[config.mk]
export PLATFORM = sky130hd
export DESIGN_NAME = greedy_overlap_merge_tracker
export DESIGN_NICKNAME = d
export VERILOG_FILES = /design/src/rtl/gomt_pkg.sv /design/src/rtl/gomt_free_map.sv /design/src/rtl/greedy_overlap_merge_tracker.sv
export SDC_FILE = /design/constraint.sdc
export NUM_CORES = 2
export LEC_CHECK = 0
export BUFFER_PORTS_ARGS = -buffer_cell sky130_fd_sc_hd__buf_2
export CAP_MARGIN = 20
export CORE_MARGIN = 4
export CORE_UTILIZATION = 55
export CTS_BUF_LIST = sky130_fd_sc_hd__clkbuf_4 sky130_fd_sc_hd__clkbuf_8 sky130_fd_sc_hd__clkbuf_16
export CTS_CLUSTER_SIZE = 24
export DETAILED_ROUTE_END_ITERATION = 6
export PLACE_DENSITY = 0.68
export RECOVER_POWER = 100
export SLEW_MARGIN = 20
export SYNTH_ARGS = -nofsm -noshare
export SYNTH_HDL_FRONTEND = slang
export SYNTH_HIERARCHICAL = 1
export SYNTH_SLANG_ARGS = --single-unit
[constraint.sdc]
create_clock -name clk -period 24.4 [get_ports clk]
set_input_delay 4.88 -clock clk [delete_from_list [all_inputs] [get_ports clk]]
set_output_delay 4.88 -clock clk [all_outputs]
set_load 0.03 [all_outputs]
[src/rtl/gomt_pkg.sv]
// Shared types, constants and helper functions of the greedy overlap merge tracker.
// Used by gomt_free_map and greedy_overlap_merge_tracker; depends on nothing.

package gomt_pkg;

  // Sizes of the string index space and the availability bitmap.
  localparam int MAX_STRINGS = 1024;
  localparam int IDX_W       = 10;
  localparam int CNT_W       = 11;
  localparam int WORD_W      = 32;
  localparam int POS_W       = 5;
  localparam int WORDS       = MAX_STRINGS / WORD_W;
  localparam int WADDR_W     = IDX_W - POS_W;

  // Field widths of the input and result beats.
  localparam int OLEN_W   = 16;
  localparam int STATUS_W = 2;
  localparam int IN_W     = 48;
  localparam int OUT_W    = 40;

  // Result status codes.
  localparam logic [STATUS_W-1:0] ST_NONE   = 2'd0;
  localparam logic [STATUS_W-1:0] ST_MERGED = 2'd1;
  localparam logic [STATUS_W-1:0] ST_DONE   = 2'd2;

  // Request to mark one string as no longer available on the right side.
  typedef struct packed {
    logic             en;
    logic [IDX_W-1:0] idx;
  } free_wr_t;

  // Position of the lowest set bit of a word; zero when the word is empty.
  function automatic logic [POS_W-1:0] first_set(input logic [WORD_W-1:0] word);
    logic [POS_W-1:0] pos;
    pos = '0;
    for (int i = WORD_W - 1; i >= 0; i--) begin
      if (word[i]) pos = POS_W'(i);
    end
    return pos;
  endfunction

endpackage

[src/rtl/gomt_free_map.sv]
// Right-availability bitmap of the merge tracker, kept as 32-bit words.
// Depends on gomt_pkg for sizes and the write request struct.

module gomt_free_map (
  input  logic                            clk,
  input  logic                            rst,
  input  logic [gomt_pkg::WADDR_W-1:0]    rd_word,
  output logic [gomt_pkg::WORD_W-1:0]     rd_data,
  input  gomt_pkg::free_wr_t              wr
);

  logic [gomt_pkg::WORD_W-1:0] map [gomt_pkg::WORDS];

  // Reset marks every string free; a merge clears the bit of its right string.
  always_ff @(posedge clk) begin
    if (rst) begin
      for (int i = 0; i < gomt_pkg::WORDS; i++) begin
        map[i] <= '1;
      end
    end else if (wr.en) begin
      map[wr.idx[gomt_pkg::IDX_W-1:gomt_pkg::POS_W]][wr.idx[gomt_pkg::POS_W-1:0]] <= 1'b0;
    end
  end

  // One word is read per cycle at the address the sequencer chooses.
  assign rd_data = map[rd_word];

endmodule

[src/rtl/greedy_overlap_merge_tracker.sv]
// Top level of the greedy overlap merge tracker: sequencer, left-end memory, result register.
// Depends on gomt_pkg and instantiates gomt_free_map.

// Each input beat offers one overlap candidate and yields exactly one result beat.
// The block takes a beat only when idle and then works on it alone. A beat that is
// rejected at once (all merges done, bad rank) goes straight to the response state.
// Otherwise the sequencer scans the availability bitmap one 32-bit word per cycle,
// from the word holding interval_begin up to the word holding the clamped interval
// end. When the candidate found is the left string itself, it rescans the same word
// above that string. A result that waits on the output holds the block in its
// response state; the next beat can be taken at the edge after the result is loaded.
// No clearing pass is needed after reset: a left-end entry is valid exactly when its
// string has been merged, so the availability bit selects between the memory and
// the index.

module greedy_overlap_merge_tracker (
  input  logic                        clk,
  input  logic                        rst,
  // Configuration: string_count.
  input  logic                        cfg_valid,
  output logic                        cfg_ready,
  input  logic [gomt_pkg::CNT_W-1:0]  cfg_data,
  // Input beats.
  input  logic                        s_axis_tvalid,
  output logic                        s_axis_tready,
  // read_rank[10:0], overlap_len[26:11], interval_begin[36:27], interval_end[46:37], pad[47]
  input  logic [gomt_pkg::IN_W-1:0]   s_axis_tdata,
  // Result beats.
  output logic                        m_axis_tvalid,
  input  logic                        m_axis_tready,
  // status[1:0], merge_left[11:2], merge_right[21:12], merge_overlap[37:22], pad[39:38]
  output logic [gomt_pkg::OUT_W-1:0]  m_axis_tdata
);

  localparam logic [1:0] S_IDLE = 2'd0;
  localparam logic [1:0] S_SCAN = 2'd1;
  localparam logic [1:0] S_RESP = 2'd2;

  localparam int IW = gomt_pkg::IDX_W;
  localparam int CW = gomt_pkg::CNT_W;
  localparam int PW = gomt_pkg::POS_W;
  localparam int AW = gomt_pkg::WADDR_W;
  localparam int WW = gomt_pkg::WORD_W;

  logic [1:0]                     state;
  logic [CW-1:0]                  string_count;
  logic [CW-1:0]                  merge_count;
  logic [IW-1:0]                  left;
  logic                           left_free;
  logic [gomt_pkg::OLEN_W-1:0]    olen;
  logic [IW-1:0]                  iend_c;
  logic [AW-1:0]                  w;
  logic [WW-1:0]                  mask;
  logic                           second_try;
  logic [IW-1:0]                  lend_q;
  logic [gomt_pkg::STATUS_W-1:0]  res_status;
  logic [IW-1:0]                  res_right;
  logic [IW-1:0]                  left_end_mem [gomt_pkg::MAX_STRINGS];

  // Output register.
  logic                           out_valid;
  logic [gomt_pkg::STATUS_W-1:0]  out_status;
  logic [IW-1:0]                  out_left;
  logic [IW-1:0]                  out_right;
  logic [gomt_pkg::OLEN_W-1:0]    out_overlap;

  // Unpacked input fields.
  logic [CW-1:0]                  in_rank;
  logic [gomt_pkg::OLEN_W-1:0]    in_olen;
  logic [IW-1:0]                  in_ibeg;
  logic [IW-1:0]                  in_iend;
  logic [IW-1:0]                  in_left;

  logic [CW-1:0]                  cnt_eff;
  logic [CW-1:0]                  cnt_m1;
  logic                           accept;
  logic [AW-1:0]                  rd_word;
  logic [WW-1:0]                  rd_data;
  logic [WW-1:0]                  word;
  logic [PW-1:0]                  pos;
  logic [IW-1:0]                  k;
  logic [IW-1:0]                  lend;
  logic                           merge_do;
  logic                           resp_load;
  gomt_pkg::free_wr_t             free_wr;

  assign in_rank = s_axis_tdata[10:0];
  assign in_olen = s_axis_tdata[26:11];
  assign in_ibeg = s_axis_tdata[36:27];
  assign in_iend = s_axis_tdata[46:37];
  assign in_left = IW'(in_rank - CW'(1));

  // Effective string count: zero acts as one, anything above the maximum is clipped.
  always_comb begin
    if (string_count == '0) begin
      cnt_eff = CW'(1);
    end else if (string_count > CW'(gomt_pkg::MAX_STRINGS)) begin
      cnt_eff = CW'(gomt_pkg::MAX_STRINGS);
    end else begin
      cnt_eff = string_count;
    end
  end
  assign cnt_m1 = cnt_eff - CW'(1);

  assign s_axis_tready = (state == S_IDLE);
  assign accept        = s_axis_tvalid && s_axis_tready;
  assign cfg_ready     = 1'b1;

  // The bitmap port reads the left string's word at accept and the scan word afterwards.
  assign rd_word = (state == S_IDLE) ? in_left[IW-1:PW] : w;

  gomt_free_map u_free_map (
    .clk     (clk),
    .rst     (rst),
    .rd_word (rd_word),
    .rd_data (rd_data),
    .wr      (free_wr)
  );

  // Scan datapath: masked word, its lowest free position and the candidate index.
  assign word = rd_data & mask;
  assign pos  = gomt_pkg::first_set(word);
  assign k    = {w, pos};
  // A free string still has its reset left end, its own index.
  assign lend = left_free ? left : lend_q;

  assign merge_do    = (state == S_SCAN) && (word != '0) && (k <= iend_c) && (k != left);
  assign free_wr.en  = merge_do;
  assign free_wr.idx = k;
  assign resp_load   = (state == S_RESP) && (!out_valid || m_axis_tready);

  // Configuration register.
  always_ff @(posedge clk) begin
    if (rst) begin
      string_count <= CW'(gomt_pkg::MAX_STRINGS);
    end else if (cfg_valid) begin
      string_count <= cfg_data;
    end
  end

  // Left-end memory: read for the left string at accept, written on a merge.
  always_ff @(posedge clk) begin
    if (accept) begin
      lend_q <= left_end_mem[in_left];
    end
    if (merge_do) begin
      left_end_mem[k] <= lend;
    end
  end

  // Sequencer and merge counter.
  always_ff @(posedge clk) begin
    if (rst) begin
      state       <= S_IDLE;
      merge_count <= '0;
      second_try  <= 1'b0;
    end else begin
      unique case (state)
        S_IDLE: begin
          if (accept) begin
            if (merge_count >= cnt_m1) begin
              res_status <= gomt_pkg::ST_DONE;
              state      <= S_RESP;
            end else if (in_rank == '0 || in_rank > cnt_eff) begin
              res_status <= gomt_pkg::ST_NONE;
              state      <= S_RESP;
            end else begin
              state      <= S_SCAN;
            end
          end
        end
        S_SCAN: begin
          if (word == '0) begin
            if (w >= iend_c[IW-1:PW]) begin
              res_status <= gomt_pkg::ST_NONE;
              state      <= S_RESP;
            end
          end else if (k > iend_c) begin
            res_status <= gomt_pkg::ST_NONE;
            state      <= S_RESP;
          end else if (k == left) begin
            if (second_try) begin
              res_status <= gomt_pkg::ST_NONE;
              state      <= S_RESP;
            end
            second_try <= 1'b1;
          end else begin
            merge_count <= merge_count + CW'(1);
            res_status  <= gomt_pkg::ST_MERGED;
            state       <= S_RESP;
          end
        end
        S_RESP: begin
          if (resp_load) begin
            state <= S_IDLE;
          end
        end
        default: begin
          state <= S_IDLE;
        end
      endcase
      if (accept) begin
        second_try <= 1'b0;
      end
    end
  end

  // Per-item working registers; they need no reset.
  always_ff @(posedge clk) begin
    if (accept) begin
      left      <= in_left;
      left_free <= rd_data[in_left[PW-1:0]];
      olen      <= in_olen;
      iend_c    <= (in_iend > cnt_m1[IW-1:0]) ? cnt_m1[IW-1:0] : in_iend;
      w         <= in_ibeg[IW-1:PW];
      mask      <= {WW{1'b1}} << in_ibeg[PW-1:0];
    end else if (state == S_SCAN) begin
      if (word == '0) begin
        if (w < iend_c[IW-1:PW]) begin
          w    <= w + AW'(1);
          mask <= '1;
        end
      end else if (k == left) begin
        // Second try continues above the rejected candidate.
        mask <= {WW{1'b1}} << ({1'b0, pos} + (PW + 1)'(1));
      end
    end
    if (merge_do) begin
      res_right <= k;
    end
  end

  // Output register; unused fields read zero unless a merge is reported.
  always_ff @(posedge clk) begin
    if (rst) begin
      out_valid <= 1'b0;
    end else if (resp_load) begin
      out_valid <= 1'b1;
    end else if (m_axis_tready) begin
      out_valid <= 1'b0;
    end
  end

  always_ff @(posedge clk) begin
    if (resp_load) begin
      out_status <= res_status;
      if (res_status == gomt_pkg::ST_MERGED) begin
        out_left    <= left;
        out_right   <= res_right;
        out_overlap <= olen;
      end else begin
        out_left    <= '0;
        out_right   <= '0;
        out_overlap <= '0;
      end
    end
  end

  assign m_axis_tvalid = out_valid;
  assign m_axis_tdata  = {2'b00, out_overlap, out_right, out_left, out_status};

  // A merge bumps the counter by one and the new result waits in the response state.
  a_merge_count: assert property (@(posedge clk) disable iff (rst)
    merge_do |=> (merge_count == $past(merge_count) + CW'(1)) && (state == S_RESP))
    else $error("merge counter did not advance on a merge");

  // A reported merge never joins a string to itself.
  a_merge_distinct: assert property (@(posedge clk) disable iff (rst)
    (m_axis_tvalid && out_status == gomt_pkg::ST_MERGED) |-> (out_left != out_right))
    else $error("merge reported with equal left and right strings");

  // The block is busy in the cycle after it takes a beat.
  a_busy_after_accept: assert property (@(posedge clk) disable iff (rst)
    accept |=> !s_axis_tready)
    else $error("input accepted on consecutive cycles");

endmodule
# After elaboration in Yosys (flattened, before gate mapping)
# Memories as Yosys holds them, arrays and structs flattened.
# Index checks and enable logic that the tools add are counted.
# totals
reg_bits,149
latch_bits,0
ramBits,1024
rom_bits,0
inputBits,64
output_inout_bits,43
elab_cells,154
mem_count,1
# mem_list
memory,words,width,read_ports,rd_clocked_by_memory_dff,wr,line_no,rtl
u_free_map.map,32,32,1,0,32,gomt_free_map.sv:12,logic [gomt_pkg::WORD_W-1:0] map [gomt_pkg::WORDS];
# classes
n_addsub,5
mul,0
div,0
magnitude_cmp,10
n_eq_ne,11
shifts,2
n_mux,76
bitwise_logic,5
reduce_logical,28
# ops
operator,count
$mux 32,8
$mux 5,38
$mux 2,17
$and 32x32->32,1
$logic_not 32->1,1
$reduce_bool 32->1,1
$reduce_or 32->1,1
$shl 32x5->32 const A,1
$shl 32x6->32 const A,1
$logic_not 11->1,2
$mux 11,2
$gt 10x10->1,2
$reduce_and 4->1,3
$add 11x1->11 const B,1
$ge 11x11->1,1
$gt 11x11->1,1
$gt 11x11->1 const B,1
$sub 11x1->11 const B,1
$eq 10x10->1,1
$le 10x10->1,1
$mux 10,1
$ne 10x10->1,1
$reduce_bool 2->1,5
$sub 10x1->10 const B,1
27 further kinds,44

# Logic depth before layout (Yosys ltp)
# An unclocked memory read counts as a cell.
# depth
depth_word,44
ltp_mapped,33
depth_no_buf,29

# Hierarchy
# The synthesis kept the hierarchy.
# by_module_without_submodules
mod,n_inst,cells_each,area_each_um2,seq_area_each_um2
gomt_free_map,1,4633,40316.2,20499.7
greedy_overlap_merge_tracker,1,800,8365.5,4214.0

# Worst setup path before layout
# OpenSTA, ideal clock, no wires.
# synth_timing
kind,input to register
from,in s_axis_tdata[3] (netlist name)
to,"reg mask[0], enable pin"
setup_time_ns,0.428
t_arrival_ns,10.680
t_required_ns,23.972
setup_slack_ns,13.292
cell_stages,23
n_path_buf,5
path_cell_list,nor3_1 nand3_1 nor3_1 xor2_1 nor2_1 nor2_1 and2_1 buf_2 buf_2 clkbuf_1 a22oi_1 nand3_1 nand3_1 a22o_1 or4_1 buf_2 a211oi_4 xnor2_1 nand3_1 nor4_2 buf_2 nand2_1 o21bai_1
# synth_via
elab_cells_between_ends,41
cone_classes,add/sub: 1; eq/ne: 2; mux: 33; bitwise: 1; reduce/logical: 3; memory: 1
# synth_rtl
element,line_no,rtl
from (decl),greedy_overlap_merge_tracker.sv:27,"input logic [gomt_pkg::IN_W-1:0] s_axis_tdata,"
$sub 10x1->10,greedy_overlap_merge_tracker.sv:91,assign in_left = IW'(in_rank - CW'(1));
net in_left[7],greedy_overlap_merge_tracker.sv:72,logic [IW-1:0] in_left;
$mux 5,greedy_overlap_merge_tracker.sv:110,assign rd_word = (state == S_IDLE) ? in_left[IW-1:PW] : w;
net rd_word[2],greedy_overlap_merge_tracker.sv:77,logic [AW-1:0] rd_word;
$mem_v2 32x32,--,
net rd_data[4],greedy_overlap_merge_tracker.sv:78,logic [WW-1:0] rd_data;
$and 32x32->32,greedy_overlap_merge_tracker.sv:121,assign word = rd_data & mask;
$mux 5 (5 in a row),gomt_pkg.sv:37,if (word[i]) pos = POS_W'(i);
net pos[4],greedy_overlap_merge_tracker.sv:80,logic [PW-1:0] pos;
$eq 10x10->1,greedy_overlap_merge_tracker.sv:223,end else if (k == left) begin
$reduce_bool 3->1 (no source line),--,
$reduce_and 3->1 (no source line),--,
to (signal assigned),greedy_overlap_merge_tracker.sv:216,mask <= {WW{1'b1}} << in_ibeg[PW-1:0];
to (signal assigned),greedy_overlap_merge_tracker.sv:225,"mask <= {WW{1'b1}} << ({1'b0, pos} + (PW + 1)'(1));"
to (decl),greedy_overlap_merge_tracker.sv:53,logic [WW-1:0] mask;
# The timed path passes the listed nets, and every way through them passes these cells.
# A chain may end at the register's enable or synchronous reset.

==> flow_metrics.env <==
export IMPL_max_vdd_ir_drop_mv=0.08399
export IMPL_cts_hold_buffers=0
export IMPL_drc=4
export IMPL_start_kind="primary input"
export IMPL_core_area_um2=87290
export IMPL_ys_warnings_count=6
export IMPL_cp_slowest_stage_delay_ps=2900
export IMPL_totalWireLength_um=141900
export IMPL_synth_area_leaders="dfxtp_1 (43%), a21oi_1 (12%), mux2i_1 (11%)"
export IMPL_async_flop_share=0
export IMPL_nFillCells=7600
export IMPL_grt_total_usage=0.2904
export IMPL_cts_max_level=3
export IMPL_period_needed_ps=19460
export IMPL_cap_violations=8
export IMPL_setup_slack_ps=4938
export IMPL_grt_max_degree=118
export IMPL_slew_viol_final=309
export IMPL_wl_per_cell_um=21.71
export IMPL_start_util=0.5577
export IMPL_io_buffers=102
export IMPL_drive_gt1_frac=0.08271
export IMPL_finalCoreUtilization=0.6110
export IMPL_dr_total_vias=39334
export IMPL_synth_edff_count=123
export IMPL_root_buffer="clkbuf_16"
export IMPL_end_kind="register"
export IMPL_slowest_stage="clkbuf_1"
export IMPL_wl_met3_um=12140
export IMPL_yosysTopAreaCell="dfxtp_1"
export IMPL_ys_types=78
export IMPL_placed_cells=6316
export IMPL_dr_wl_met2_um=64990
export IMPL_yosys_area_top_type_share=0.4318
export IMPL_ctsResizeCount=0
export IMPL_hpwlAfterDp_um=76510
export IMPL_clk_latency_ps=710
export IMPL_violations="DRC, capacitance limit, slew limit"
export IMPL_io_pins=107
export IMPL_drt_pass1_iter_count=7
export IMPL_hold_class="reg2reg"
export IMPL_fin_skew_ps=34.68
export IMPL_dr_first_iter_drc_count=4098
export IMPL_synth_ff_type="dfxtp_1"
export IMPL_setup_tns_ps=0
export IMPL_max_freq_mhz=51.38
export IMPL_area_delta_synth_final_pct=9.558
export IMPL_grt_ovfl_total=0
export IMPL_dp_slack_ps=8346
export IMPL_seq_area_frac_synth=0.5077
export IMPL_mostFrequentLayoutCells="a21oi_1 (1,174), nor2_1 (1,103), dfxtp_1 (1,050)"
export IMPL_layout_cells_non_filler=6538
export IMPL_routabilityCongestion=0.8978
export IMPL_die_w_um=305.5
export IMPL_post_cts_setup_buffer_count=0
export IMPL_grt_pass1_vias=36337
export IMPL_ant_nets=0
export IMPL_crit_required_ps=24920
export IMPL_cp_arrival_ps=19980
export IMPL_cts_path_max_buffers=3
export IMPL_p_leak_nw=21.30
export IMPL_cts_sinks=1173
export IMPL_rsz0062_at_grt="no"
export IMPL_dieArea_um2=93340
export IMPL_max_slew_worst_pin_slew_ps=5185
export IMPL_final_setup_viol_count=0
export IMPL_cts_made_buffers=117
export IMPL_die_height_um=305.5
export IMPL_antenna_found_initial=5
export IMPL_synth_seq_cells=1173
export IMPL_top_layer_used="met5"
export IMPL_p_per_area_nw_per_um2=93.58
export IMPL_avgViaCountPerCell=6.016
export IMPL_relSlewSlack=-2.457
export IMPL_cts_tree="yes"
export IMPL_hold_viol=0
export IMPL_netlist_area_um2=48680
export IMPL_syn_avg_cell_area_um2=8.960
export IMPL_clk_pin_slew_ps=60
export IMPL_synthCells=5433
export IMPL_outcome="complete, but fails checks"
export IMPL_cp_max_fo=54
export IMPL_crit_type="in2reg"
export IMPL_m1WireLength_um=60030
export IMPL_nets=5396
export IMPL_fin_crit_sh=0.7976
export IMPL_final_common_cell="a21oi_1"
export IMPL_grt_pass1_wl_um=214900
export IMPL_rows=108
-- layer usage --
layer | global-route usage | vias to the layer above
li1 | - | 18565
met1 | 0.4013 | 18957
met2 | 0.4641 | 1529
met3 | 0.05269 | 279
met4 | 0.09452 | 4
met5 | 0 | -
-- flip-flops by register name, indices dropped and copies added (netlist names), 11 cells and up --
| register | cells |
|---|---|
| u_free_map/map | 1024 |
| out_overlap | 16 |
| merge_count | 11 |
| string_count | 11 |
| mask | 32 |
| olen | 16 |
-- cell usage after synthesis, types with 30 or more instances --
cell and count:
buf_4 44, o21ai_0 30, dfxtp_1 1050, a22o_1 76, nor3_1 49, inv_1 37
a22oi_1 113, edfxtp_1 123, nand3_1 116, buf_2 161, nand2_1 175, and2_1 39
clkbuf_1 212, ha_1 51, nor2_1 1151, a31oi_1 38, a21oi_1 1174, mux2i_1 523
-- worst paths after layout --
| path | startpoint | endpoint | slack [ps] | depth (start not counted) |
|---|---|---|---|---|
| max | s_axis_tdata[0] | u_free_map/map[5][16] | 4940 | 30 |
| min | res_status[0] | out_status[0] | 450 | 0 |
| max reg2reg | state[1] | u_free_map/map[5][16] | 9230 | 26 |
| min reg2reg | res_status[0] | out_status[0] | 450 | 0 |
-- worst max-delay path: cells and delay by family --
family                     cells  cell delay [ps]
AOI/OAI and AO/OA              9             2990
xor gates and xnor gates       1              310
adders and majority gates      2              600
buffers and inverters          6             5800
muxes                          1              270
and+or+nand+nor               11             4980
-- layout make-up --
type / count / area (um^2) / share of cell area
flip-flops and latches: 1173 / 24710 / 0.4634
well taps: 1155 / 1445 / 0.02710
clock inverters: 47 / 553.0 / 0.01037
repair buffers: 196 / 1176 / 0.02205
clock buffers: 171 / 3513 / 0.06587
multi-input cells: 3756 / 21790 / 0.4085
inverters: 37 / 138.9 / 0.002604
diodes: 3 / 7.507 / 0.0001408
-- cells by family (layout without fill, tap and decap cells) --
| family | Yosys count | in the layout | synth area share |
|---|---|---|---|
| AO/OA/AOI/OAI | 1498 | 1498 | 0.1716 |
| XOR/XNOR | 25 | 25 | 0.004498 |
| adder cells (fa/ha/maj) | 51 | 51 | 0.01311 |
| buffers and inverters | 505 | 451 | 0.05063 |
| flip-flops | 1173 | 1173 | 0.5077 |
| multiplexers | 533 | 533 | 0.1098 |
| other | 2 | 6 | 0.0001543 |
| AND/OR/NAND/NOR | 1646 | 1646 | 0.1425 |
-- per-stage QoR --
step	cell area, um^2	hold slack [ps]	total power [mW]
2_1_floorplan	48690	418.0	2.773
3_3_place_gp	49420	432.8	3.131
3_5_place_dp	49430	430.3	3.136
4_1_cts	53500	446.4	4.989
5_1_grt	53330	457.9	5.139
6_report	53330	448.1	4.991
-- power by group --
group          total, mW  internal [mW]  switching [mW]  leakage [nW]
Sequential          2.02           2.00          0.0253          9.62
Combinational       1.10          0.314           0.784          9.63
Clock               1.87           1.10           0.772          2.05
Total               4.99           3.41            1.58          21.3
Power figures use the tool's default switching activity.
